File: config.mk
export PLATFORM = sky130hd
export DESIGN_NAME = awd_div
export DESIGN_NICKNAME = d
export VERILOG_FILES = /design/src/awd_pkg.sv /design/src/awd_div.sv
export SDC_FILE = /design/constraint.sdc
export NUM_CORES = 1
export LEC_CHECK = 0
export BUFFER_PORTS_ARGS = -buffer_cell sky130_fd_sc_hd__buf_4
export CORE_MARGIN = 2
export CORE_UTILIZATION = 50
export DETAILED_ROUTE_END_ITERATION = 8
export PLACE_DENSITY = 0.77
export SYNTH_ARGS = -nofsm -noshare
export SYNTH_HDL_FRONTEND = slang
export SYNTH_SLANG_ARGS = --single-unit
export TNS_END_PERCENT = 1
File: constraint.sdc
create_clock -name clk -period 41 [get_ports clk]
set_clock_uncertainty 0.1 [all_clocks]
set_input_delay 6.15 -clock clk [delete_from_list [all_inputs] [get_ports clk]]
set_output_delay 6.15 -clock clk [all_outputs]
set_load 0.05 [all_outputs]
File: src/awd_pkg.sv
`default_nettype none

package awd_pkg;

  localparam logic [15:0] HALF_ONE  = 16'h3C00;
  localparam logic [15:0] HALF_QNAN = 16'h7E00;
  localparam logic [15:0] HALF_INF  = 16'h7C00;
  localparam logic [15:0] HALF_ZERO = 16'h0000;

  localparam int CFG_INDEX_W = 3;

  // Register reset values (binary32) and their binary16 images.
  localparam logic [31:0] LR_RESET    = 32'h0000_0000;
  localparam logic [31:0] BETA1_RESET = 32'h3F66_6666;
  localparam logic [31:0] BETA2_RESET = 32'h3F7F_BE77;
  localparam logic [31:0] EPS_RESET   = 32'h3586_37BD;
  localparam logic [31:0] DECAY_RESET = 32'h0000_0000;
  localparam logic [15:0] LR_H_RESET    = 16'h0000;
  localparam logic [15:0] BETA1_H_RESET = 16'h3B33;
  localparam logic [15:0] BETA2_H_RESET = 16'h3BFE;
  localparam logic [15:0] B1M_H_RESET   = 16'h2E68;
  localparam logic [15:0] B2M_H_RESET   = 16'h1400;
  localparam logic [15:0] EPS_H_RESET   = 16'h0011;
  localparam logic [15:0] DECAY_H_RESET = 16'h0000;

  typedef enum logic [CFG_INDEX_W-1:0] {
    REG_LR    = 3'd0,
    REG_BETA1 = 3'd1,
    REG_BETA2 = 3'd2,
    REG_EPS   = 3'd3,
    REG_DECAY = 3'd4
  } cfg_reg_t;

  typedef struct packed {
    logic [15:0] weight_in;
    logic [15:0] first_moment_in;
    logic [15:0] second_moment_in;
    logic [15:0] gradient_in;
  } in_item_t;

  typedef struct packed {
    logic [15:0] weight_out;
    logic [15:0] first_moment_out;
    logic [15:0] second_moment_out;
  } out_item_t;

  // Unpacked operand: significand normalized with bit 10 set, value sig * 2^(exp-10).
  typedef struct packed {
    logic              sign;
    logic              nan;
    logic              inf;
    logic              zero;
    logic signed [8:0] exp;
    logic [10:0]       sig;
  } fp_t;

  function automatic fp_t unpack(input logic [15:0] h);
    fp_t        r;
    logic [9:0] f;
    logic [3:0] p;
    f = h[9:0];
    p = 4'd0;
    r.sign = h[15];
    r.nan  = (h[14:10] == 5'h1F) && (f != 10'd0);
    r.inf  = (h[14:10] == 5'h1F) && (f == 10'd0);
    r.zero = (h[14:0] == 15'd0);
    if (h[14:10] != 5'd0) begin
      r.exp = $signed({4'b0, h[14:10]}) - 9'sd15;
      r.sig = {1'b1, f};
    end else begin
      for (int i = 0; i < 10; i++) begin
        if (f[i]) p = 4'(i);
      end
      r.exp = $signed({5'b0, p}) - 9'sd24;
      r.sig = {1'b0, f} << (4'd10 - p);
    end
    return r;
  endfunction

  // Round m (MSB at bit 13 = 2^e) plus sticky to binary16, nearest-even.
  function automatic logic [15:0] round_pack(input logic sign, input logic signed [8:0] e,
                                             input logic [13:0] m, input logic st);
    logic [3:0]  sh;
    logic [4:0]  ebase;
    logic [13:0] val;
    logic [13:0] mask;
    logic        s2;
    logic        up;
    logic [10:0] q;
    logic [15:0] bits;
    if (m == 14'd0) return {sign, 15'd0};
    if (e > 9'sd15) return {sign, HALF_INF[14:0]};
    if (e < -9'sd14) begin
      ebase = 5'd0;
      if (e < -9'sd29) sh = 4'd15;
      else sh = 4'(-9'sd14 - e);
    end else begin
      sh    = 4'd0;
      ebase = 5'(e + 9'sd14);
    end
    val  = m >> sh;
    mask = (14'h1 << sh) - 14'h1;
    s2   = st | ((m & mask) != 14'd0) | (|val[1:0]);
    q    = val[13:3];
    up   = val[2] & (s2 | q[0]);
    bits = {1'b0, ebase, 10'd0} + {5'd0, q} + {15'd0, up};
    if (bits[14:0] >= HALF_INF[14:0]) bits = HALF_INF;
    return {sign, bits[14:0]};
  endfunction

  function automatic logic [15:0] h_mul(input logic [15:0] a, input logic [15:0] b);
    fp_t               x;
    fp_t               y;
    logic              s;
    logic [21:0]       p;
    logic signed [8:0] e;
    logic [13:0]       m;
    logic              st;
    x = unpack(a);
    y = unpack(b);
    s = a[15] ^ b[15];
    if (x.nan || y.nan || (x.inf && y.zero) || (x.zero && y.inf)) return HALF_QNAN;
    if (x.inf || y.inf) return {s, HALF_INF[14:0]};
    if (x.zero || y.zero) return {s, 15'd0};
    p = x.sig * y.sig;
    if (p[21]) begin
      e  = x.exp + y.exp + 9'sd1;
      m  = p[21:8];
      st = |p[7:0];
    end else begin
      e  = x.exp + y.exp;
      m  = p[20:7];
      st = |p[6:0];
    end
    return round_pack(s, e, m, st);
  endfunction

  function automatic logic [15:0] h_add(input logic [15:0] a, input logic [15:0] b);
    fp_t               x;
    fp_t               y;
    fp_t               big;
    fp_t               sml;
    logic signed [8:0] dd;
    logic [3:0]        d;
    logic [13:0]       ab;
    logic [13:0]       bb;
    logic [13:0]       shb;
    logic [14:0]       s;
    logic [14:0]       n;
    logic [3:0]        p;
    logic signed [8:0] e;
    x = unpack(a);
    y = unpack(b);
    p = 4'd0;
    if (x.nan || y.nan) return HALF_QNAN;
    if (x.inf && y.inf && (a[15] != b[15])) return HALF_QNAN;
    if (x.inf) return a;
    if (y.inf) return b;
    if (x.zero && y.zero) return {a[15] & b[15], 15'd0};
    if (x.zero) return b;
    if (y.zero) return a;
    if ((x.exp > y.exp) || ((x.exp == y.exp) && (x.sig >= y.sig))) begin
      big = x;
      sml = y;
    end else begin
      big = y;
      sml = x;
    end
    dd  = big.exp - sml.exp;
    d   = (dd > 9'sd15) ? 4'd15 : dd[3:0];
    ab  = {big.sig, 3'b000};
    bb  = {sml.sig, 3'b000};
    shb = bb >> d;
    shb[0] = shb[0] | ((bb & ((14'h1 << d) - 14'h1)) != 14'd0);
    if (big.sign ^ sml.sign) s = {1'b0, ab} - {1'b0, shb};
    else s = {1'b0, ab} + {1'b0, shb};
    if (s == 15'd0) return HALF_ZERO;
    for (int i = 0; i < 15; i++) begin
      if (s[i]) p = 4'(i);
    end
    n = s << (4'd14 - p);
    e = big.exp + $signed({5'b0, p}) - 9'sd13;
    return round_pack(big.sign, e, n[14:1], n[0]);
  endfunction

  function automatic logic [15:0] h_sub(input logic [15:0] a, input logic [15:0] b);
    return h_add(a, {~b[15], b[14:0]});
  endfunction

  function automatic logic [15:0] f32_to_h(input logic [31:0] f);
    if (f[30:23] == 8'hFF) begin
      if (f[22:0] != 23'd0) return HALF_QNAN;
      return {f[31], HALF_INF[14:0]};
    end
    if (f[30:23] == 8'd0) return {f[31], 15'd0};
    return round_pack(f[31], $signed({1'b0, f[30:23]}) - 9'sd127, {1'b1, f[22:10]},
                      |f[9:0]);
  endfunction

endpackage

`default_nettype wire

File: src/awd_div.sv
`default_nettype none

// Correctly rounded binary16 divide, four register stages of restoring
// recurrence, one quotient bit per step.
module awd_div (
  input  wire logic        clk,
  input  wire logic        en,
  input  wire logic [15:0] num,
  input  wire logic [15:0] den,
  output logic [15:0]      quo
);
  import awd_pkg::*;

  typedef struct packed {
    logic              spec;
    logic [15:0]       sval;
    logic              sign;
    logic signed [8:0] e;
    logic [10:0]       b;
    logic [11:0]       r;
    logic [13:0]       q;
  } dv_t;

  dv_t         pre;
  dv_t         st1;
  dv_t         st2;
  dv_t         st3;
  dv_t         st1_next;
  dv_t         st2_next;
  dv_t         st3_next;
  dv_t         fin;
  logic [15:0] quo_next;

  function automatic dv_t steps(input dv_t s, input int n);
    dv_t         r;
    logic [11:0] r1;
    logic        qb;
    r = s;
    for (int i = 0; i < 4; i++) begin
      if (i < n) begin
        qb = (r.r >= {1'b0, r.b});
        r1 = qb ? (r.r - {1'b0, r.b}) : r.r;
        r.q = {r.q[12:0], qb};
        r.r = {r1[10:0], 1'b0};
      end
    end
    return r;
  endfunction

  always_comb begin
    fp_t x;
    fp_t y;
    x = unpack(num);
    y = unpack(den);
    pre.sign = num[15] ^ den[15];
    pre.spec = 1'b1;
    pre.sval = HALF_QNAN;
    if (x.nan || y.nan) begin
      pre.sval = HALF_QNAN;
    end else if (y.zero) begin
      pre.sval = x.zero ? HALF_QNAN : {pre.sign, HALF_INF[14:0]};
    end else if (x.inf && y.inf) begin
      pre.sval = HALF_QNAN;
    end else if (x.inf) begin
      pre.sval = {pre.sign, HALF_INF[14:0]};
    end else if (y.inf || x.zero) begin
      pre.sval = {pre.sign, 15'd0};
    end else begin
      pre.spec = 1'b0;
    end
    pre.e = x.exp - y.exp;
    pre.b = y.sig;
    pre.r = {1'b0, x.sig};
    pre.q = 14'd0;
    st1_next = steps(pre, 4);
    st2_next = steps(st1, 4);
    st3_next = steps(st2, 3);
    fin      = steps(st3, 3);
    if (fin.spec) begin
      quo_next = fin.sval;
    end else if (fin.q[13]) begin
      quo_next = round_pack(fin.sign, fin.e, fin.q, fin.r != 12'd0);
    end else begin
      quo_next = round_pack(fin.sign, fin.e - 9'sd1, {fin.q[12:0], 1'b0}, fin.r != 12'd0);
    end
  end

  always_ff @(posedge clk) begin
    if (en) begin
      st1 <= st1_next;
      st2 <= st2_next;
      st3 <= st3_next;
      quo <= quo_next;
    end
  end

endmodule

`default_nettype wire

==> results of run 1 <==
final cells by class:
| type | instances | area, um^2 | area share |
|---|---|---|---|
| Timing Repair Buffer | 69 | 522 | 0.0270 |
| Sequential cell | 147 | 4410 | 0.228 |
| Clock buffer | 17 | 425 | 0.0220 |
| Tap cell | 461 | 577 | 0.0298 |
| Clock inverter | 15 | 143 | 0.00738 |
| Multi-Input combinational cell | 1764 | 12700 | 0.659 |
| Inverter | 136 | 510 | 0.0264 |
path summary, 6_finish.rpt:
path / start / endpoint / slack, ns
setup / recovery: den[1] / st1[17] / 21.83
hold / removal: st1[37] / st2[37] / 0.32
setup reg to reg: st1[26] / st2[21] / 29.22
hold reg to reg: st1[37] / st2[37] / 0.32
cell families after synthesis:
family                   count (synthesis)  synth area share
AND/OR/NAND/NOR                        688             0.193
AO/OA/AOI/OAI                          624             0.235
buffers and inverters                  217            0.0482
adder cells (fa/ha/maj)                183             0.130
XOR/XNOR                               151            0.0751
flip-flops                             147             0.245
multiplexers                           118            0.0731
metrics by stage:
| stage | cell area [um^2] | worst slack, ns | hold WS [ns] |
|---|---|---|---|
| after detailed placement | 18800 | 21.66 | 0.305 |
| after global placement | 18800 | 22.08 | 0.301 |
| after floorplan | 18000 | 23.76 | 0.300 |
| after global routing | 19300 | 20.80 | 0.325 |
| final | 19300 | 21.83 | 0.315 |
| after CTS | 19300 | 22.01 | 0.318 |
critical path: cells and delay by family:
| family | cells | cell delay [ns] |
|---|---|---|
| simple gates | 12 | 2.20 |
| fa+ha+maj | 5 | 1.54 |
| buf+inv | 7 | 1.49 |
| xor+xnor | 1 | 0.87 |
| mux | 3 | 1.01 |
| compound gates | 26 | 6.00 |
cell usage in the layout, fill, tap and decap left out, types with 30 or more instances in the layout:
cell type / synthesis / final
a21o_1: 73 / 73
a21oi_1: 133 / 132
a31oi_1: 30 / 30
buf_4: 3 / 68
edfxtp_1: 147 / 147
ha_1: 177 / 177
inv_1: 134 / 134
mux2_2: 68 / 68
mux2i_1: 46 / 46
nand2_1: 182 / 182
nand2b_1: 36 / 36
nand3_1: 46 / 46
nor2_1: 166 / 166
nor3_1: 51 / 51
o21ai_0: 125 / 125
xnor2_1: 85 / 85
xor2_1: 62 / 62
state kept, by name, indices dropped and copies added (netlist names):
name,cells
st2,44
st1,40
st3,11
fin,36
quo,16
per-layer routing:
layer  up-vias  part of all wire  wire [um]
li1       7944                 -          -
met1      7714              0.44      20900
met2       599              0.48      22700
met3        95             0.059       2820
met4         0             0.024       1160
met5         -                 0          0
==> reports/metrics.yaml, run 1 <==
wl_um: 47600
syn_nets: 2345
synth-seq-area-share: 0.245
critPathKind: "in2reg"
synthCells: 2128
synth_ff_type: "edfxtp_1"
grt_usage: 0.246
rows: 69
cts_buffers: 17
fmax_mhz: 52.2
viasPerCell: 6.27
die_w_um: 194
cpMaxStageDelayCell: "xnor2_1"
clkTransAtPathRegs_ns: 0.07
dr.pass1.iters: 6
report.final.slew_viol_count: 0
cts_hold_buf: 0
r2r_cells: 48
max_stage_delay_ns: 0.87
start_util: 0.507
grt_pass1_vias: 15677
hold_violations: 0
finalNetCount: 2352
grt_max_degree: 85
dp_cells: 2577
synth.avg_cell_area_um2: 8.46
cp-end-kind: "flop"
maxCapViolCount: 0
use_met1: 0.320
grt_pass1_wl_um: 77300
top_usage_layer: "met2"
tightest_slew_ns: 1.09
status: "complete, no violations"
io_pins: 50
synthTopCellsByArea: "edfxtp_1, ha_1, mux2_2"
yosysUniqueCellTypes: 102
layout_min_cycle_time_ns: 19.17
htreeDepth: 4
final_antenna_net_count: 0
hp-class: "reg2reg"
cts_root_buffer: "clkbuf_16"
cts_sinks: 147
cts_buffer_depth: 2
clock_latency_ns: 0.44
gp_congestion: 0.943
synth_edf_count: 147
area.growth.synth_to_final_pct: 7.36
synth_top_area_frac: 0.245
setup_viol: 0
critPathLaunchType: "input port"
cp.arrival_ns: 19.27
cts_tree: "built"
post_cts_resized: 0
rsz0062_at_grt: "false"
use_met3: 0.0364
core-area_um2: 35500
dieArea_um2: 37500
ys_ff_latch: 147
placement.io_buffers: 49
slew_headroom: 0.269
critical_path.max_fanout: 14
drive_gt1_frac: 0.108
synth_top_cell_by_area: "edfxtp_1"
required_ns: 41.10
synth_commonest_cells: "nand2_1, ha_1, nor2_1, edfxtp_1, inv_1"
yosysWarnings: 0
antenna_cells: 0
instances_no_fill: 2609
syn_area_um2: 18000
fillerInstances: 3179
post_cts_buffers: 0
place_hpwl_um: 36300
hold_depth: 0
utilization: 0.545
period_share: 0.468
antenna_found_initial: 0
first_iter_violations: 1424
setup_tns_ns: 0
route.detailed.drc: 0
grt_overflow_total: 0
post_drt_wl_per_cell_um: 18.2
yosysMostFrequentCell: "nand2_1"
vias: 16352
synthArstFlopShare: 0
grtUsageMet2: 0.421
die_y_um: 194
Power of run 1 is not shown: default switching activity piles up to over one toggle a cycle in this logic, so the estimate is an artifact.
==> run 2: changes to the inputs <==
==> constraint.sdc (replaced) <==
create_clock -name clk -period 19.8 [get_ports clk]
set_clock_uncertainty 0.1 [all_clocks]
set_input_delay 2.97 -clock clk [delete_from_list [all_inputs] [get_ports clk]]
set_output_delay 2.97 -clock clk [all_outputs]
set_load 0.05 [all_outputs]
==> run 2 against run 1 <==
Compared with the run above: setup slack got worse by 18 ns; non-clock buffer count fell by 2; utilization rose by 0.088 points; register-to-register slack got worse by 21 ns; design area rose by 0.16%; via count fell by 0.35%; final cell count barely moved; critical path depth did not move; die area did not move; flip-flop and latch count did not move; clock-buffer cell count did not move; critical endpoint is now st1[20].
==> reports/metrics.yaml, run 2 (synthesis gave the netlist of run 1 again) <==
status: "complete, no violations"
cts_tree: "built"
first_iter_violations: 1338
cts_hold_buf: 0
grt_pass1_wl_um: 77700
hp-class: "reg2reg"
htreeDepth: 4
post_drt_wl_per_cell_um: 17.9
slew_headroom: 0.179
area.growth.synth_to_final_pct: 7.54
start_util: 0.507
cts_buffers: 17
critPathLaunchType: "input port"
regMostFlops: "st2"
grt_usage: 0.247
largest_register_ffs: 44
setup_tns_ns: 0
grt_pass1_vias: 15758
layout.area.seq_um2: 4410
gp_congestion: 0.956
rsz0062_at_grt: "false"
vias: 16295
io_pins: 50
design_area_um2: 19400
finalNetCount: 2350
rows: 69
place_hpwl_um: 35900
critPathKind: "in2reg"
report.final.slew_viol_count: 0
dieArea_um2: 37500
final_antenna_net_count: 0
die_w_um: 194
final_common_cell: "nand2_1"
cp-end-kind: "flop"
place_area_um2: 18700
maxCapViolCount: 0
multi_input_area_um2: 12700
tightest_slew_ns: 1.21
cts_sinks: 147
grt_overflow_total: 0
critical_path.max_fanout: 14
cpMaxStageDelayCell: "xnor2_1"
cpLargestDelayFamily: "compound AO/OA/AOI/OAI gates"
cp.arrival_ns: 16.08
clkTransAtPathRegs_ns: 0.07
fillerInstances: 3179
post_cts_buffers: 0
fmax_mhz: 62.5
cp_num_buf_inv: 7
route.detailed.drc: 0
antenna_cells: 0
clock_latency_ns: 0.44
wl_um: 46800
cts_buffer_depth: 2
hold_violations: 0
mostFrequentLayoutCells: "nand2_1, ha_1, nor2_1"
dr.pass1.iters: 7
required_ns: 19.89
layout_min_cycle_time_ns: 16.00
grt_max_degree: 85
max_stage_delay_ns: 0.87
antenna_found_initial: 0
setup_viol: 0
die_y_um: 194
core-area_um2: 35500
utilization: 0.546
cts_root_buffer: "clkbuf_16"
period_share: 0.808
placement.io_buffers: 49
drive_gt1_frac: 0.107
viasPerCell: 6.25
post_cts_resized: 0
==> run 2: final timing paths <==
check | from | endpoint | slack (ns) | cells after the start
min | st2[1] | fin[7] | 0.32 | 0
min reg2reg | st2[1] | fin[7] | 0.32 | 0
max | den[1] | st1[20] | 3.80 | 54
max reg2reg | st1[26] | st2[24] | 8.14 | 49
==> run 2: routing by layer <==
layer	up-vias	wire length, um	GRT usage
met5	-	0	0
met4	0	1110	0.0811
met3	93	2450	0.0250
met2	559	22600	0.423
met1	7695	20600	0.326
li1	7948	-	-
==> run 2: final cells by class <==
| cell class | instances | area share |
|---|---|---|
| multi-input combinational | 1764 | 0.658 |
| sequential | 147 | 0.228 |
| tap | 461 | 0.0298 |
| inverter | 136 | 0.0264 |
| timing repair buffer | 67 | 0.0262 |
| clock buffer | 17 | 0.0220 |
| clock inverter | 15 | 0.00976 |
==> run 2: metrics by stage <==
stage,std cells,worst slack [ns],hold slack (ns)
5_1_grt,2607,2.58,0.325
3_3_place_gp,2575,4.07,0.301
3_5_place_dp,2575,3.63,0.305
2_1_floorplan,2128,5.74,0.300
6_report,2607,3.80,0.319
4_1_cts,2607,4.04,0.319
Power of run 2 is left out for the same reason.
