**src/awd_pkg.sv**
```systemverilog
`default_nettype none

package awd_pkg;

  localparam logic [15:0] HALF_ONE  = 16'h3C00;
  localparam logic [15:0] HALF_QNAN = 16'h7E00;
  localparam logic [15:0] HALF_INF  = 16'h7C00;
  localparam logic [15:0] HALF_ZERO = 16'h0000;

  localparam int CFG_INDEX_W = 3;

  // Register reset values (binary32) and their binary16 images.
  localparam logic [31:0] LR_RESET    = 32'h0000_0000;
  localparam logic [31:0] BETA1_RESET = 32'h3F66_6666;
  localparam logic [31:0] BETA2_RESET = 32'h3F7F_BE77;
  localparam logic [31:0] EPS_RESET   = 32'h3586_37BD;
  localparam logic [31:0] DECAY_RESET = 32'h0000_0000;
  localparam logic [15:0] LR_H_RESET    = 16'h0000;
  localparam logic [15:0] BETA1_H_RESET = 16'h3B33;
  localparam logic [15:0] BETA2_H_RESET = 16'h3BFE;
  localparam logic [15:0] B1M_H_RESET   = 16'h2E68;
  localparam logic [15:0] B2M_H_RESET   = 16'h1400;
  localparam logic [15:0] EPS_H_RESET   = 16'h0011;
  localparam logic [15:0] DECAY_H_RESET = 16'h0000;

  typedef enum logic [CFG_INDEX_W-1:0] {
    REG_LR    = 3'd0,
    REG_BETA1 = 3'd1,
    REG_BETA2 = 3'd2,
    REG_EPS   = 3'd3,
    REG_DECAY = 3'd4
  } cfg_reg_t;

  typedef struct packed {
    logic [15:0] weight_in;
    logic [15:0] first_moment_in;
    logic [15:0] second_moment_in;
    logic [15:0] gradient_in;
  } in_item_t;

  typedef struct packed {
    logic [15:0] weight_out;
    logic [15:0] first_moment_out;
    logic [15:0] second_moment_out;
  } out_item_t;

  // Unpacked operand: significand normalized with bit 10 set, value sig * 2^(exp-10).
  typedef struct packed {
    logic              sign;
    logic              nan;
    logic              inf;
    logic              zero;
    logic signed [8:0] exp;
    logic [10:0]       sig;
  } fp_t;

  function automatic fp_t unpack(input logic [15:0] h);
    fp_t        r;
    logic [9:0] f;
    logic [3:0] p;
    f = h[9:0];
    p = 4'd0;
    r.sign = h[15];
    r.nan  = (h[14:10] == 5'h1F) && (f != 10'd0);
    r.inf  = (h[14:10] == 5'h1F) && (f == 10'd0);
    r.zero = (h[14:0] == 15'd0);
    if (h[14:10] != 5'd0) begin
      r.exp = $signed({4'b0, h[14:10]}) - 9'sd15;
      r.sig = {1'b1, f};
    end else begin
      for (int i = 0; i < 10; i++) begin
        if (f[i]) p = 4'(i);
      end
      r.exp = $signed({5'b0, p}) - 9'sd24;
      r.sig = {1'b0, f} << (4'd10 - p);
    end
    return r;
  endfunction

  // Round m (MSB at bit 13 = 2^e) plus sticky to binary16, nearest-even.
  function automatic logic [15:0] round_pack(input logic sign, input logic signed [8:0] e,
                                             input logic [13:0] m, input logic st);
    logic [3:0]  sh;
    logic [4:0]  ebase;
    logic [13:0] val;
    logic [13:0] mask;
    logic        s2;
    logic        up;
    logic [10:0] q;
    logic [15:0] bits;
    if (m == 14'd0) return {sign, 15'd0};
    if (e > 9'sd15) return {sign, HALF_INF[14:0]};
    if (e < -9'sd14) begin
      ebase = 5'd0;
      if (e < -9'sd29) sh = 4'd15;
      else sh = 4'(-9'sd14 - e);
    end else begin
      sh    = 4'd0;
      ebase = 5'(e + 9'sd14);
    end
    val  = m >> sh;
    mask = (14'h1 << sh) - 14'h1;
    s2   = st | ((m & mask) != 14'd0) | (|val[1:0]);
    q    = val[13:3];
    up   = val[2] & (s2 | q[0]);
    bits = {1'b0, ebase, 10'd0} + {5'd0, q} + {15'd0, up};
    if (bits[14:0] >= HALF_INF[14:0]) bits = HALF_INF;
    return {sign, bits[14:0]};
  endfunction

  function automatic logic [15:0] h_mul(input logic [15:0] a, input logic [15:0] b);
    fp_t               x;
    fp_t               y;
    logic              s;
    logic [21:0]       p;
    logic signed [8:0] e;
    logic [13:0]       m;
    logic              st;
    x = unpack(a);
    y = unpack(b);
    s = a[15] ^ b[15];
    if (x.nan || y.nan || (x.inf && y.zero) || (x.zero && y.inf)) return HALF_QNAN;
    if (x.inf || y.inf) return {s, HALF_INF[14:0]};
    if (x.zero || y.zero) return {s, 15'd0};
    p = x.sig * y.sig;
    if (p[21]) begin
      e  = x.exp + y.exp + 9'sd1;
      m  = p[21:8];
      st = |p[7:0];
    end else begin
      e  = x.exp + y.exp;
      m  = p[20:7];
      st = |p[6:0];
    end
    return round_pack(s, e, m, st);
  endfunction

  function automatic logic [15:0] h_add(input logic [15:0] a, input logic [15:0] b);
    fp_t               x;
    fp_t               y;
    fp_t               big;
    fp_t               sml;
    logic signed [8:0] dd;
    logic [3:0]        d;
    logic [13:0]       ab;
    logic [13:0]       bb;
    logic [13:0]       shb;
    logic [14:0]       s;
    logic [14:0]       n;
    logic [3:0]        p;
    logic signed [8:0] e;
    x = unpack(a);
    y = unpack(b);
    p = 4'd0;
    if (x.nan || y.nan) return HALF_QNAN;
    if (x.inf && y.inf && (a[15] != b[15])) return HALF_QNAN;
    if (x.inf) return a;
    if (y.inf) return b;
    if (x.zero && y.zero) return {a[15] & b[15], 15'd0};
    if (x.zero) return b;
    if (y.zero) return a;
    if ((x.exp > y.exp) || ((x.exp == y.exp) && (x.sig >= y.sig))) begin
      big = x;
      sml = y;
    end else begin
      big = y;
      sml = x;
    end
    dd  = big.exp - sml.exp;
    d   = (dd > 9'sd15) ? 4'd15 : dd[3:0];
    ab  = {big.sig, 3'b000};
    bb  = {sml.sig, 3'b000};
    shb = bb >> d;
    shb[0] = shb[0] | ((bb & ((14'h1 << d) - 14'h1)) != 14'd0);
    if (big.sign ^ sml.sign) s = {1'b0, ab} - {1'b0, shb};
    else s = {1'b0, ab} + {1'b0, shb};
    if (s == 15'd0) return HALF_ZERO;
    for (int i = 0; i < 15; i++) begin
      if (s[i]) p = 4'(i);
    end
    n = s << (4'd14 - p);
    e = big.exp + $signed({5'b0, p}) - 9'sd13;
    return round_pack(big.sign, e, n[14:1], n[0]);
  endfunction

  function automatic logic [15:0] h_sub(input logic [15:0] a, input logic [15:0] b);
    return h_add(a, {~b[15], b[14:0]});
  endfunction

  function automatic logic [15:0] f32_to_h(input logic [31:0] f);
    if (f[30:23] == 8'hFF) begin
      if (f[22:0] != 23'd0) return HALF_QNAN;
      return {f[31], HALF_INF[14:0]};
    end
    if (f[30:23] == 8'd0) return {f[31], 15'd0};
    return round_pack(f[31], $signed({1'b0, f[30:23]}) - 9'sd127, {1'b1, f[22:10]},
                      |f[9:0]);
  endfunction

endpackage

`default_nettype wire

```
**src/awd_root.sv**
```systemverilog
`default_nettype none

// Correctly rounded binary16 square root, four register stages, one
// result bit per recurrence step.
module awd_root (
  input  wire logic        clk,
  input  wire logic        en,
  input  wire logic [15:0] h,
  output logic [15:0]      root
);
  import awd_pkg::*;

  typedef struct packed {
    logic              spec;
    logic [15:0]       sval;
    logic signed [8:0] e;
    logic [27:0]       rad;
    logic [15:0]       rem;
    logic [13:0]       q;
  } sq_t;

  sq_t         pre;
  sq_t         st1;
  sq_t         st2;
  sq_t         st3;
  sq_t         st1_next;
  sq_t         st2_next;
  sq_t         st3_next;
  sq_t         fin;
  logic [15:0] root_next;

  function automatic sq_t steps(input sq_t s, input int hi, input int lo);
    sq_t         r;
    logic [17:0] r2;
    logic [17:0] t;
    r = s;
    for (int i = 13; i >= 0; i--) begin
      if (i <= hi && i >= lo) begin
        r2 = {r.rem, r.rad[2*i+1 -: 2]};
        t  = {2'b00, r.q, 2'b01};
        if (r2 >= t) begin
          r.rem = 16'(r2 - t);
          r.q   = {r.q[12:0], 1'b1};
        end else begin
          r.rem = r2[15:0];
          r.q   = {r.q[12:0], 1'b0};
        end
      end
    end
    return r;
  endfunction

  always_comb begin
    fp_t        x;
    logic [11:0] xs;
    x = unpack(h);
    xs = x.exp[0] ? {x.sig, 1'b0} : {1'b0, x.sig};
    pre.spec = 1'b1;
    pre.sval = HALF_QNAN;
    if (x.nan) begin
      pre.sval = HALF_QNAN;
    end else if (x.zero) begin
      pre.sval = h;
    end else if (x.sign) begin
      pre.sval = HALF_QNAN;
    end else if (x.inf) begin
      pre.sval = HALF_INF;
    end else begin
      pre.spec = 1'b0;
    end
    pre.e   = (x.exp - $signed({8'd0, x.exp[0]})) >>> 1;
    pre.rad = {xs, 16'd0};
    pre.rem = 16'd0;
    pre.q   = 14'd0;
    st1_next = steps(pre, 13, 10);
    st2_next = steps(st1, 9, 6);
    st3_next = steps(st2, 5, 3);
    fin      = steps(st3, 2, 0);
    root_next = fin.spec ? fin.sval : round_pack(1'b0, fin.e, fin.q, fin.rem != 16'd0);
  end

  always_ff @(posedge clk) begin
    if (en) begin
      st1  <= st1_next;
      st2  <= st2_next;
      st3  <= st3_next;
      root <= root_next;
    end
  end

endmodule

`default_nettype wire

```
**config.mk**
```make
export PLATFORM = sky130hd
export DESIGN_NAME = awd_root
export DESIGN_NICKNAME = d
export VERILOG_FILES = /design/src/awd_pkg.sv /design/src/awd_root.sv
export SDC_FILE = /design/constraint.sdc
export NUM_CORES = 1
export LEC_CHECK = 0
export ABC_AREA = 1
export ABC_CLOCK_PERIOD_IN_PS = 7100
export BUFFER_PORTS_ARGS = -buffer_cell sky130_fd_sc_hd__buf_2
export CAP_MARGIN = 20
export CORE_MARGIN = 2
export CORE_UTILIZATION = 51
export DETAILED_ROUTE_END_ITERATION = 16
export PLACE_DENSITY = 0.7
export SETUP_SLACK_MARGIN = 0.05
export SLEW_MARGIN = 0
export SYNTH_ARGS = -nofsm -noshare
export SYNTH_HDL_FRONTEND = slang
export SYNTH_SLANG_ARGS = --single-unit
```
**constraint.sdc**
```tcl
create_clock -name clk -period 7.1 [get_ports clk]
set_input_delay 0.355 -clock clk [delete_from_list [all_inputs] [get_ports clk]]
set_output_delay 0.355 -clock clk [all_outputs]
set_load 0.02 [all_outputs]
```
==> metrics.md, run 1 <==
| Metric | Value |
|---|---|
| Status | complete, no violations |
| H-tree depth | 4 |
| Die area | around 29000 µm² |
| Max Slew Vio Count | 0 |
| Die H | ~170 µm |
| Largest net degree at the start of global routing | between 90 and 100 |
| Core area | approximately 28000 µm² |
| P_sw | approximately 2.4 mW |
| Vias | 12590 |
| Clk root buf | clkbuf_16 |
| GRT Total Usage | 0.2321 |
| Yosys top cell by area | edfxtp_1 |
| Most frequent cells in the layout | 501 x nand2_1, 215 x inv_1, 161 x edfxtp_1 |
| Antenna viol nets, final | 0 |
| Antenna Cells | 0 |
| Final setup vio count | 0 |
| Share of the synthesized area in the top cell type | 0.3381 |
| HP Class | input port to flip-flop |
| Wire length per cell | approximately 14 µm |
| Final wirelength | 33.07 mm |
| Int Pwr | between 2 and 3 mW |
| Worst hold path depth | 3 |
| Clock tree buffer depth | 2 |
| Dominant synthesized flop cell | edfxtp_1 |
| DP Area | ~15000 µm² |
| R2R Path Start | st2[0] |
| Post-synth EDFFs | between 150 and 200 |
| DP HPWL | 25.94 mm |
| First-pass GRT wire length | between 50 and 60 mm |
| Mux cell area share after synthesis | 0.002100 |
| Normalized max-slew margin | 0.4420 |
| Initial antenna violation count | 0 |
| GRT overflow | 0 |
| Least-Margin Pin Slew | approximately 0.84 ns |
| Post-synth ARST share | 0 |
| Startpoint class of the critical path | input port |
| # IOs | 34 |
| Post-Synth Simple-Gate Area | 0.3080 |
| Slowest CP cell | ha_2 |
| Top cells by area, synth | edfxtp_1 34%, nand2_1 13%, ha_1 9.7% |
| Number of port buffers | 33 |
| CTS buffer count | 17 |
| WHS Endpoint | st1[83] |
| Row count | 61 |
| Clock Latency Late Sink | around 0.43 ns |
| Worst hold slack | around 0.25 ns |
| Synthesized area | 14300 µm² |
| Final Hold Viols | 0 |
| Worst path arrival time | between 6 and 7 ns |
| Worst Skew | around 0.009 ns |
| Tot Pwr | about 5.3 mW |
| FF-to-FF setup slack | about 0.64 ns |
| Max Clock Freq | approximately 150 MHz |
| Max Cap Viol | 0 |
| Layout area overhead | 12.24% |
| Seq pwr share | 0.256 |
| Cell count after synthesis | about 1900 |
| Worst reg2reg path endpoint | st3[23] |
| Post-Synth XOR/XNOR Area | 0.05032 |
| Fin crit period | 6.468 ns |
| # hold bufs at CTS | 0 |
| Ys Warns | 0 |
| Reg2reg path depth | between 40 and 50 |
| Switching Share | 0.4517 |
| Flops & latches, synth | about 160 |
| CTS clk-pin slew, worst paths | 0.06 ns |
| Crit Path Class | input port to flip-flop |
| Netlist cell types | 59 |
| Logic pwr share | 0.564 |
| Initial Util | 0.5161 |
| Residual DRC | 0 |
| Fill cells | about 2500 |
| Cell mode on critical path | nand2_1 |
| Die Width | about 170 µm |
| Final Cycle Share | 0.9109 |
| Share of cells above drive strength 1 | 0.1431 |
| Vias in the first global route | about 12000 |
| Adder-cell share of the synthesized area | 0.1027 |
| Drt pass-1 iters | 6 |
| Pleak | 7.423 nW |
| Via density per instance | about 5.3 |
| Largest family of logic cells by synthesized area | simple AND/OR/NAND/NOR gates |
| Initial DRC count | between 800 and 900 |
| Req. time, crit path | 7.26 ns |
| Sink Count | around 160 |
| CTS tree | yes |
| Crit path max fanout | 10 |
| HP Start | h[15] |
| Compound-Gate Fraction of Synth Area | 0.1188 |
| Final instance area | 16050 µm² |
| Multi-input gate area | approximately 8500 µm² |
| Placer Congestion | around 0.9 |
| Post-synthesis area per instance | ~7.5 µm² |
| Sequential-to-total area share from yosys stat | 0.3381 |
| Max VDD drop | about 0.19 mV |
| Nets | 2126 |
| Worst path max stage delay | roughly 0.41 ns |
| Crit end category | flip-flop |
| Most common cell after layout, fill and taps aside | nand2_1 |
| Clock share of power | 0.180 |
| Area taken by flip-flops and latches | 4835 µm² |
| Pwr dens | 327.9 nW/µm² |
timing repair:
item | in CTS | in global routing
gates resized for setup | 0 | 45
setup endpoints to repair | 0 | 58
setup buffers | 0 | 15
through the flow:
step | cells | util | worst slack (ns) | setup TNS [ns]
5_1_grt | 2384 | 0.5793 | -0.04846 | -0.04846
6_report | 2384 | 0.5793 | 0.6325 | 0
3_5_place_dp | 2334 | 0.5473 | 0.08223 | 0
3_3_place_gp | 2334 | 0.5473 | 0.002254 | 0
2_1_floorplan | 1905 | - | 0.1847 | 0
4_1_cts | 2366 | 0.5696 | 0.09982 | 0
registers in the layout (all words and copies together), names as in the netlist:
name / cells
st1: 48
st3: 26
fin: 24
st2: 47
root: 16
critical path: cells and delay by family:
family | cells | cell delay [ns]
buffers and inverters | 7 | 0.80
AO/OA/AOI/OAI | 6 | 0.99
adder cells (fa/ha/maj) | 4 | 1.25
AND/OR/NAND/NOR | 25 | 2.99
multiplexers | 1 | 0.22
worst max path at each step:
stage                       from      end  slack (ns)
after detailed placement    h[2]  st1[28]        0.08
after floorplan           st1[1]  st2[19]        0.18
after global routing      st3[5]  root[0]       -0.05
final                       h[2]  st1[15]        0.63
after CTS                 st2[0]  st3[17]         0.1
after global placement      h[2]  st1[28]       0.002
synthesized netlist by cell type, drive strengths merged (7+ instances only):
master / instances
o21bai: 14
nand2: 536
edfxtp: 161
or2: 10
nor2: 186
nand3: 160
a21oi: 81
o211ai: 11
a21o: 7
nand3b: 7
xnor2: 34
nand4: 30
buf: 19
ha: 111
nor3: 19
xor2: 46
inv: 245
o21ai: 147
clkbuf: 11
power groups by stage:
stage / logic [mW] / clock network, mW / registers, mW
floorplan: 2.27 / 0 / 1.35
global placement: 2.82 / 0 / 1.36
detailed placement: 2.87 / 0 / 1.37
CTS: 2.89 / 0.966 / 1.35
global route: 3.40 / 1.00 / 1.36
finish: 2.97 / 0.948 / 1.35
cell type report:
| type | instances | share of cell area |
|---|---|---|
| Clock inverter | 15 | 0.01201 |
| Clock buffer | 17 | 0.02651 |
| Multi-Input combinational cell | 1466 | 0.5293 |
| Timing Repair inverter | 1 | 0.0004678 |
| Inverter | 250 | 0.05941 |
| Timing Repair Buffer | 96 | 0.04163 |
| Sequential cell | 161 | 0.3012 |
| Tap cell | 378 | 0.02947 |
kinds of logic (layout without fill, tap and decap cells):
| logic type | Yosys count | count (layout) |
|---|---|---|
| multiplexers | 3 | 3 |
| other | 2 | 11 |
| buffers and inverters | 280 | 379 |
| XOR/XNOR | 80 | 80 |
| AO/OA/AOI/OAI | 293 | 293 |
| AND/OR/NAND/NOR | 962 | 964 |
| flip-flops | 161 | 161 |
| adder cells (fa/ha/maj) | 115 | 115 |
layer usage:
metal,global-route usage,up-vias,wire [µm]
li1,-,6522,-
met1,0.2952,5774,14960
met2,0.4187,255,16550
met3,0.02899,34,1142
met4,0.05416,0,425
met5,0,-,0
Note: power is estimated with default switching activity, not from simulation.
==> run 2: changes to the inputs <==
- CORE_UTILIZATION: 51 -> 40
- PLACE_DENSITY: 0.7 -> not set
==> run 2 against run 1 <==
Compared with the run above:
- first-iteration DRC count shrank 9.3%
- critical path depth grew 2
- largest power group unchanged
- via count shrank 1.1%
- die area grew 27%
==> metrics.md, run 2 (synthesized netlist as in run 1, its figures left out) <==
| Metric | Value |
|---|---|
| Initial DRC count | 739 (-9.3%) |
| HP Class | input port to flip-flop |
| DR WL met2 | 17.07 mm (+3.2%) |
| Core area | 35400 µm² (+28%) |
| CTS buffer count | 17 (unchanged) |
| Crit end category | flip-flop |
| Most common cell after layout, fill and taps aside | nand2_1 |
| Least-Margin Pin Slew | 0.9375 ns (+0.1005 ns) |
| CTS clk-pin slew, worst paths | 0.06 ns (about the same) |
| Startpoint class of the critical path | flip-flop |
| Normalized max-slew margin | 0.3750 (-0.06700) |
| Biggest regs | st1: 48 flops, st2: 47 flops, st3: 26 flops |
| Top reg by flops | st1 |
| Final Cycle Share | 0.9083 (-0.002631) |
| Antenna Cells | 0 (unchanged) |
| DP Area | 15250 µm² (+0.59%) |
| GRT Total Usage | 0.1888 (-0.04324) |
| Initial Util | 0.4040 (-0.1121) |
| # IOs | 34 (unchanged) |
| Final instance area | 16220 µm² (+1.1%) |
| Drt pass-1 iters | 6 (unchanged) |
| Crit Path Class | flip-flop to flip-flop |
| Met1 WL | 15.80 mm (+5.7%) |
| Unrepaired setup endpoints after global routing | yes |
| Max Clock Freq | 155.1 MHz (+0.29%) |
| Wire length per cell | 13.88 µm (about the same) |
| Vias in the first global route | 11940 (-0.38%) |
| Cell mode on critical path | nand2_1 |
| CTS tree | yes |
| Die area | 37280 µm² (+27%) |
| Post-Route Utilization | 0.4584 (-0.1209) |
| Worst Skew | 0.007707 ns (-0.001291 ns) |
| H-tree depth | 4 (unchanged) |
| Share of cells above drive strength 1 | 0.1464 (+0.003344) |
| Sink Count | 161 (unchanged) |
| # hold bufs at CTS | 0 (unchanged) |
| Req. time, crit path | 7.28 ns (+0.02 ns) |
| Number of port buffers | 33 (unchanged) |
| Fill cells | 3493 (+37%) |
| Pleak | 7.464 nW (+0.55%) |
| First-pass GRT wire length | 57.03 mm (+2.6%) |
| Final wirelength | 34.26 mm (+3.6%) |
| Clock Latency Late Sink | 0.43 ns (about the same) |
| Pwr dens | 329.8 nW/µm² (+0.58%) |
| CP delay by family, top | simple AND/OR/NAND/NOR gates |
| Initial antenna violation count | 0 (unchanged) |
| Buffer and inverter count on the worst path | 4 (-3) |
| Die Width | 193.1 µm (+13%) |
| Status | complete, no violations |
| Max Slew Vio Count | 0 (unchanged) |
| Fin crit period | 6.449 ns (-0.01868 ns) |
| Wire length on met3 | 925 µm (-19%) |
| Worst path max stage delay | 0.46 ns (+0.05 ns) |
| DP HPWL | 27.03 mm (+4.2%) |
| Largest net degree at the start of global routing | 104 (+7.2%) |
| Residual DRC | 0 (unchanged) |
| Row count | 69 (+13%) |
| Slowest CP cell | edfxtp_1 |
| Max VDD drop | 0.2142 mV (+15%) |
| Final Hold Viols | 0 (unchanged) |
| Antenna viol nets, final | 0 (unchanged) |
| Max Cap Viol | 0 (unchanged) |
| Final setup vio count | 0 (unchanged) |
| Worst path arrival time | 6.63 ns (about the same) |
| Nets | 2128 (+0.094%) |
| Placer Congestion | 0.8821 (-2.2%) |
| Clk root buf | clkbuf_16 |
| Clock tree buffer depth | 2 (unchanged) |
| Via density per instance | 5.041 (-4.5%) |
| Setup TNS | 0 ns (unchanged) |
| Top layer reached by signal wires | met4 |
| Layout area overhead | 13.47% |
| GRT overflow | 0 (unchanged) |
| Most frequent cells in the layout | 500 x nand2_1, 213 x inv_1, 161 x edfxtp_1 |
| Crit path max fanout | 5 (-5) |
| Die H | 193.1 µm (+13%) |
| Vias | 12450 (-1.1%) |
| Tot Pwr | 5.351 mW (+1.7%) |
| Max reg flops | 48 (unchanged) |
[run 2: report_power, final]
| group | internal (mW) | leakage [nW] | total, mW | switching (mW) |
|---|---|---|---|---|
| logic | 1.10 | 5.60 | 3.01 | 1.90 |
| registers | 1.27 | 1.55 | 1.35 | 0.0825 |
| clock network | 0.626 | 0.313 | 0.997 | 0.371 |
[run 2: what timing repair did]
item | CTS | global route
buffers inserted | 0 | 21
resized for setup | 0 | 52
setup endpoints to repair | 0 | 61
[run 2: through the flow]
stage | cells | setup slack, ns | hold WS, ns
floorplan | 1905 | 0.1847 | 0.4003
global placement | 2415 | 0.07892 | 0.4006
detailed placement | 2415 | 0.1011 | 0.4045
CTS | 2447 | 0.05505 | 0.1845
global route | 2469 | 0.02950 | 0.2062
finish | 2469 | 0.6512 | 0.1993
[run 2: routing by layer]
metal,vias to the layer above,track usage
met2,191,0.3390
met4,0,0.04079
li1,6517,-
met1,5706,0.2407
met3,32,0.02643
met5,-,0
[run 2: final timing paths]
| check | start | to | slack, ns | depth (start not counted) |
|---|---|---|---|---|
| setup / recovery | st3[14] | root[0] | 0.65 | 45 |
| hold / removal | h[15] | st1[83] | 0.20 | 3 |
| setup reg to reg | st3[14] | root[0] | 0.65 | 45 |
| hold reg to reg | st2[62] | fin[62] | 0.41 | 0 |
[run 2: worst reg2reg max path, delay by kind of cell (launching register included)]
| family | cells | cell delay, ns |
|---|---|---|
| compound gates | 11 | 1.69 |
| fa+ha+maj | 4 | 1.15 |
| buf+inv | 4 | 0.42 |
| flops | 1 | 0.46 |
| simple gates | 26 | 2.51 |
[run 2: area by class of cell]
| cell class | instances | area [µm²] | share of cell area |
|---|---|---|---|
| multi-input combinational | 1464 | 8499 | 0.5239 |
| timing repair buffer | 100 | 706.9 | 0.04357 |
| timing repair inverter | 1 | 7.507 | 0.0004627 |
| tap | 461 | 576.8 | 0.03555 |
| inverter | 250 | 957.2 | 0.05900 |
| sequential | 161 | 4835 | 0.2980 |
| clock buffer | 19 | 432.9 | 0.02668 |
| clock inverter | 13 | 209.0 | 0.01288 |
==> run 3: changes to the inputs <==
- ABC_CLOCK_PERIOD_IN_PS: 7100 -> 6800
- TNS_END_PERCENT: not set -> 30
- clock period: 7.1 -> 6.8 ns (I/O delays scaled with it)
==> run 3 against run 2 <==
Compared with the run above:
- clock power down 2.0%
- critical endpoint is now st3[17]
- setup slack worse by 0.22 ns
- die area is the same
- final cell count is 0.65% higher
- non-clock buffer count grew 15
- clock skew increased by 0.0032 ns
- sequential share of layout area shrank 0.19 points
- cell area is 0.66% higher
- global-route usage shrank 0.38 points
- sequential power up 4%
- utilization is 0.30 points higher
- critical path depth decreased by 8
- highest routed layer unchanged
==> metrics.md, run 3 (synthesized netlist as in run 1, its figures left out) <==
| Metric | Value |
|---|---|
| Final Cycle Share | 0.9368 (+0.02847) |
| Antenna viol nets, final | 0 (unchanged) |
| Normalized max-slew margin | 0.4038 (+0.02876) |
| Slowest CP cell | edfxtp_1 |
| Seq pwr share | 0.253 (about the same) |
| HP Class | input port to flip-flop |
| Drt pass-1 iters | 7 (+1) |
| Layout area overhead | 14.21% |
| Max Clock Freq | 157.0 MHz (+1.2%) |
| CTS clk-pin slew, worst paths | 0.07 ns (about the same) |
| Final setup vio count | 0 (unchanged) |
| Die H | 193.1 µm (unchanged) |
| Top reg by flops | st1 |
| Vias in the first global route | 11710 (-1.9%) |
| Final Hold Viols | 0 (unchanged) |
| Antenna Cells | 0 (unchanged) |
| Row count | 69 (unchanged) |
| Req. time, crit path | 7.00 ns (-0.28 ns) |
| Clock tree buffer depth | 2 (unchanged) |
| Wire length per cell | 13.73 µm (-1.0%) |
| Unrepaired setup endpoints after global routing | yes |
| # IOs | 34 (unchanged) |
| Vias | 12610 (+1.3%) |
| Max reg flops | 48 (unchanged) |
| Worst reg2reg path endpoint | st3[17] |
| Fin crit period | 6.370 ns (-0.07892 ns) |
| Dpl cells | 2429 (+0.58%) |
| Die area | 37280 µm² (unchanged) |
| Nets | 2145 (+0.80%) |
| Biggest regs | st1: 48 flops, st2: 47 flops, st3: 26 flops |
| Status | complete, no violations |
| Core area | 35400 µm² (unchanged) |
| Final wirelength | 34.13 mm (-0.39%) |
| FF-to-FF setup slack | 0.43 ns (-0.22 ns) |
| WHS Endpoint | st1[83] |
| Crit Path Class | flip-flop to flip-flop |
| Fill cells | 3486 (-0.20%) |
| First-pass GRT wire length | 55.90 mm (-2.0%) |
| Placer Congestion | 0.9202 (+4.3%) |
| Number of port buffers | 33 (unchanged) |
| Crit path max fanout | 6 (+1) |
| PnR worst setup slack | 0.4301 ns (-0.2211 ns) |
| Clock share of power | 0.175 (-0.011) |
| Largest net degree at the start of global routing | 99 (-4.8%) |
| Initial antenna violation count | 0 (unchanged) |
| Pwr dens | 341.4 nW/µm² (+3.5%) |
| R2R Path Start | st2[3] |
| CP delay by family, top | compound AO/OA/AOI/OAI gates |
| Switching Share | 0.4471 (+0.007143) |
| Setup TNS | 0 ns (unchanged) |
| GRT overflow | 0 (unchanged) |
| Clock Latency Late Sink | 0.44 ns (about the same) |
| Initial DRC count | 677 (-8.4%) |
| Int Pwr | 3.083 mW (+2.9%) |
| Via density per instance | 5.075 (+0.68%) |
| Startpoint class of the critical path | flip-flop |
| Max Cap Viol | 0 (unchanged) |
| Logic pwr share | 0.572 (+0.010) |
| Residual DRC | 0 (unchanged) |
| Worst hold slack | 0.1811 ns (-0.01820 ns) |
| DP HPWL | 26.84 mm (-0.71%) |
| Crit end category | flip-flop |
| Post-Layout Cell Count | 2485 (+0.65%) |
| Pleak | 7.538 nW (+0.99%) |
| Worst hold path depth | 3 (unchanged) |
| Max Slew Vio Count | 0 (unchanged) |
| Worst Skew | 0.01093 ns (+0.003223 ns) |
| CTS buffer count | 17 (unchanged) |
| # hold bufs at CTS | 0 (unchanged) |
| Worst path arrival time | 6.57 ns (-0.06 ns) |
| Least-Margin Pin Slew | 0.8943 ns (-0.04314 ns) |
| Max VDD drop | 0.2861 mV (+34%) |
| Reg2reg path depth | 37 (-18%) |
| H-tree depth | 4 (unchanged) |
| Clk root buf | clkbuf_16 |
| DP Worst Slack | -0.1618 ns (-0.2629 ns) |
| Share of cells above drive strength 1 | 0.1566 (+0.01021) |
| Most common cell after layout, fill and taps aside | nand2_1 |
| CTS tree | yes |
| Sink Count | 161 (unchanged) |
| Initial Util | 0.4040 (unchanged) |
| Final instance area | 16330 µm² (+0.66%) |
| Worst path max stage delay | 0.42 ns (-0.04 ns) |
| Die Width | 193.1 µm (unchanged) |
| HP Start | h[15] |
| Buffer and inverter count on the worst path | 6 (+2) |
| P_sw | 2.493 mW (+5.9%) |
| Most frequent cells in the layout | 497 x nand2_1, 216 x inv_1, 161 x edfxtp_1 |
| DP Area | 15360 µm² (+0.69%) |
| GRT Total Usage | 0.1850 (-0.003823) |
[run 3: changes by cell type in the layout (fill, tap and decap cells not counted), sizes merged]
| cell | previous run | this run |
|---|---|---|
| clkinv | 10 | 8 |
| inv | 246 | 249 |
| buf | 100 | 115 |
| nor2 | 186 | 188 |
| bufinv | 5 | 3 |
[run 3: tightest hold or removal path, cell delays in order]
cell and delay (ns):
buf_2 0.09, nor2_1 0.03, nand2_1 0.05
[run 3: routing by layer]
layer  up-vias  wire [µm]  track usage
met4         0        888      0.06439
met1      5796      16150       0.2414
met3        62        867      0.02498
li1       6562          -            -
met5         -          0            0
met2       192      16230       0.3146
[run 3: stage by stage]
stage | utilization | total power [mW]
5_1_grt | 0.4614 | 6.085
3_3_place_gp | 0.4338 | 4.423
6_report | 0.4614 | 5.576
2_1_floorplan | - | 3.778
3_5_place_dp | 0.4338 | 4.472
4_1_cts | 0.4520 | 5.478
[run 3: what timing repair did]
action / CTS / global route
setup endpoints to repair: 15 / 48
resized for setup: 8 / 58
pin swaps: 1 / 18
setup buffers: 4 / 18
gates cloned: 1 / 2
[run 3: worst max-delay path by stage]
stage                     startpoint  endpoint  depth (start not counted)
after floorplan               st1[1]   st2[19]                         48
after global placement        st3[3]   root[0]                         47
after detailed placement      st3[3]   root[0]                         47
after CTS                     st3[3]   root[0]                         46
after global routing          st2[0]   st3[17]                         38
final                         st2[3]   st3[17]                         37
[run 3: cell type report]
cell class / count / area, µm² / share of cell area
repair inverters: 1 / 7.507 / 0.0004597
inverters: 250 / 950.9 / 0.05823
clock inverters: 12 / 157.7 / 0.009654
multi-input cells: 1466 / 8567 / 0.5246
well taps: 461 / 576.8 / 0.03532
flip-flops and latches: 161 / 4835 / 0.2960
repair buffers: 115 / 803.3 / 0.04919
clock buffers: 19 / 432.9 / 0.02651
[run 3: power by group through the flow]
stage	registers, mW	clock network [mW]	logic, mW
3_5_place_dp	1.43	0	3.04
4_1_cts	1.41	0.996	3.07
3_3_place_gp	1.43	0	3.00
2_1_floorplan	1.41	0	2.37
5_1_grt	1.42	1.04	3.62
6_report	1.41	0.977	3.19
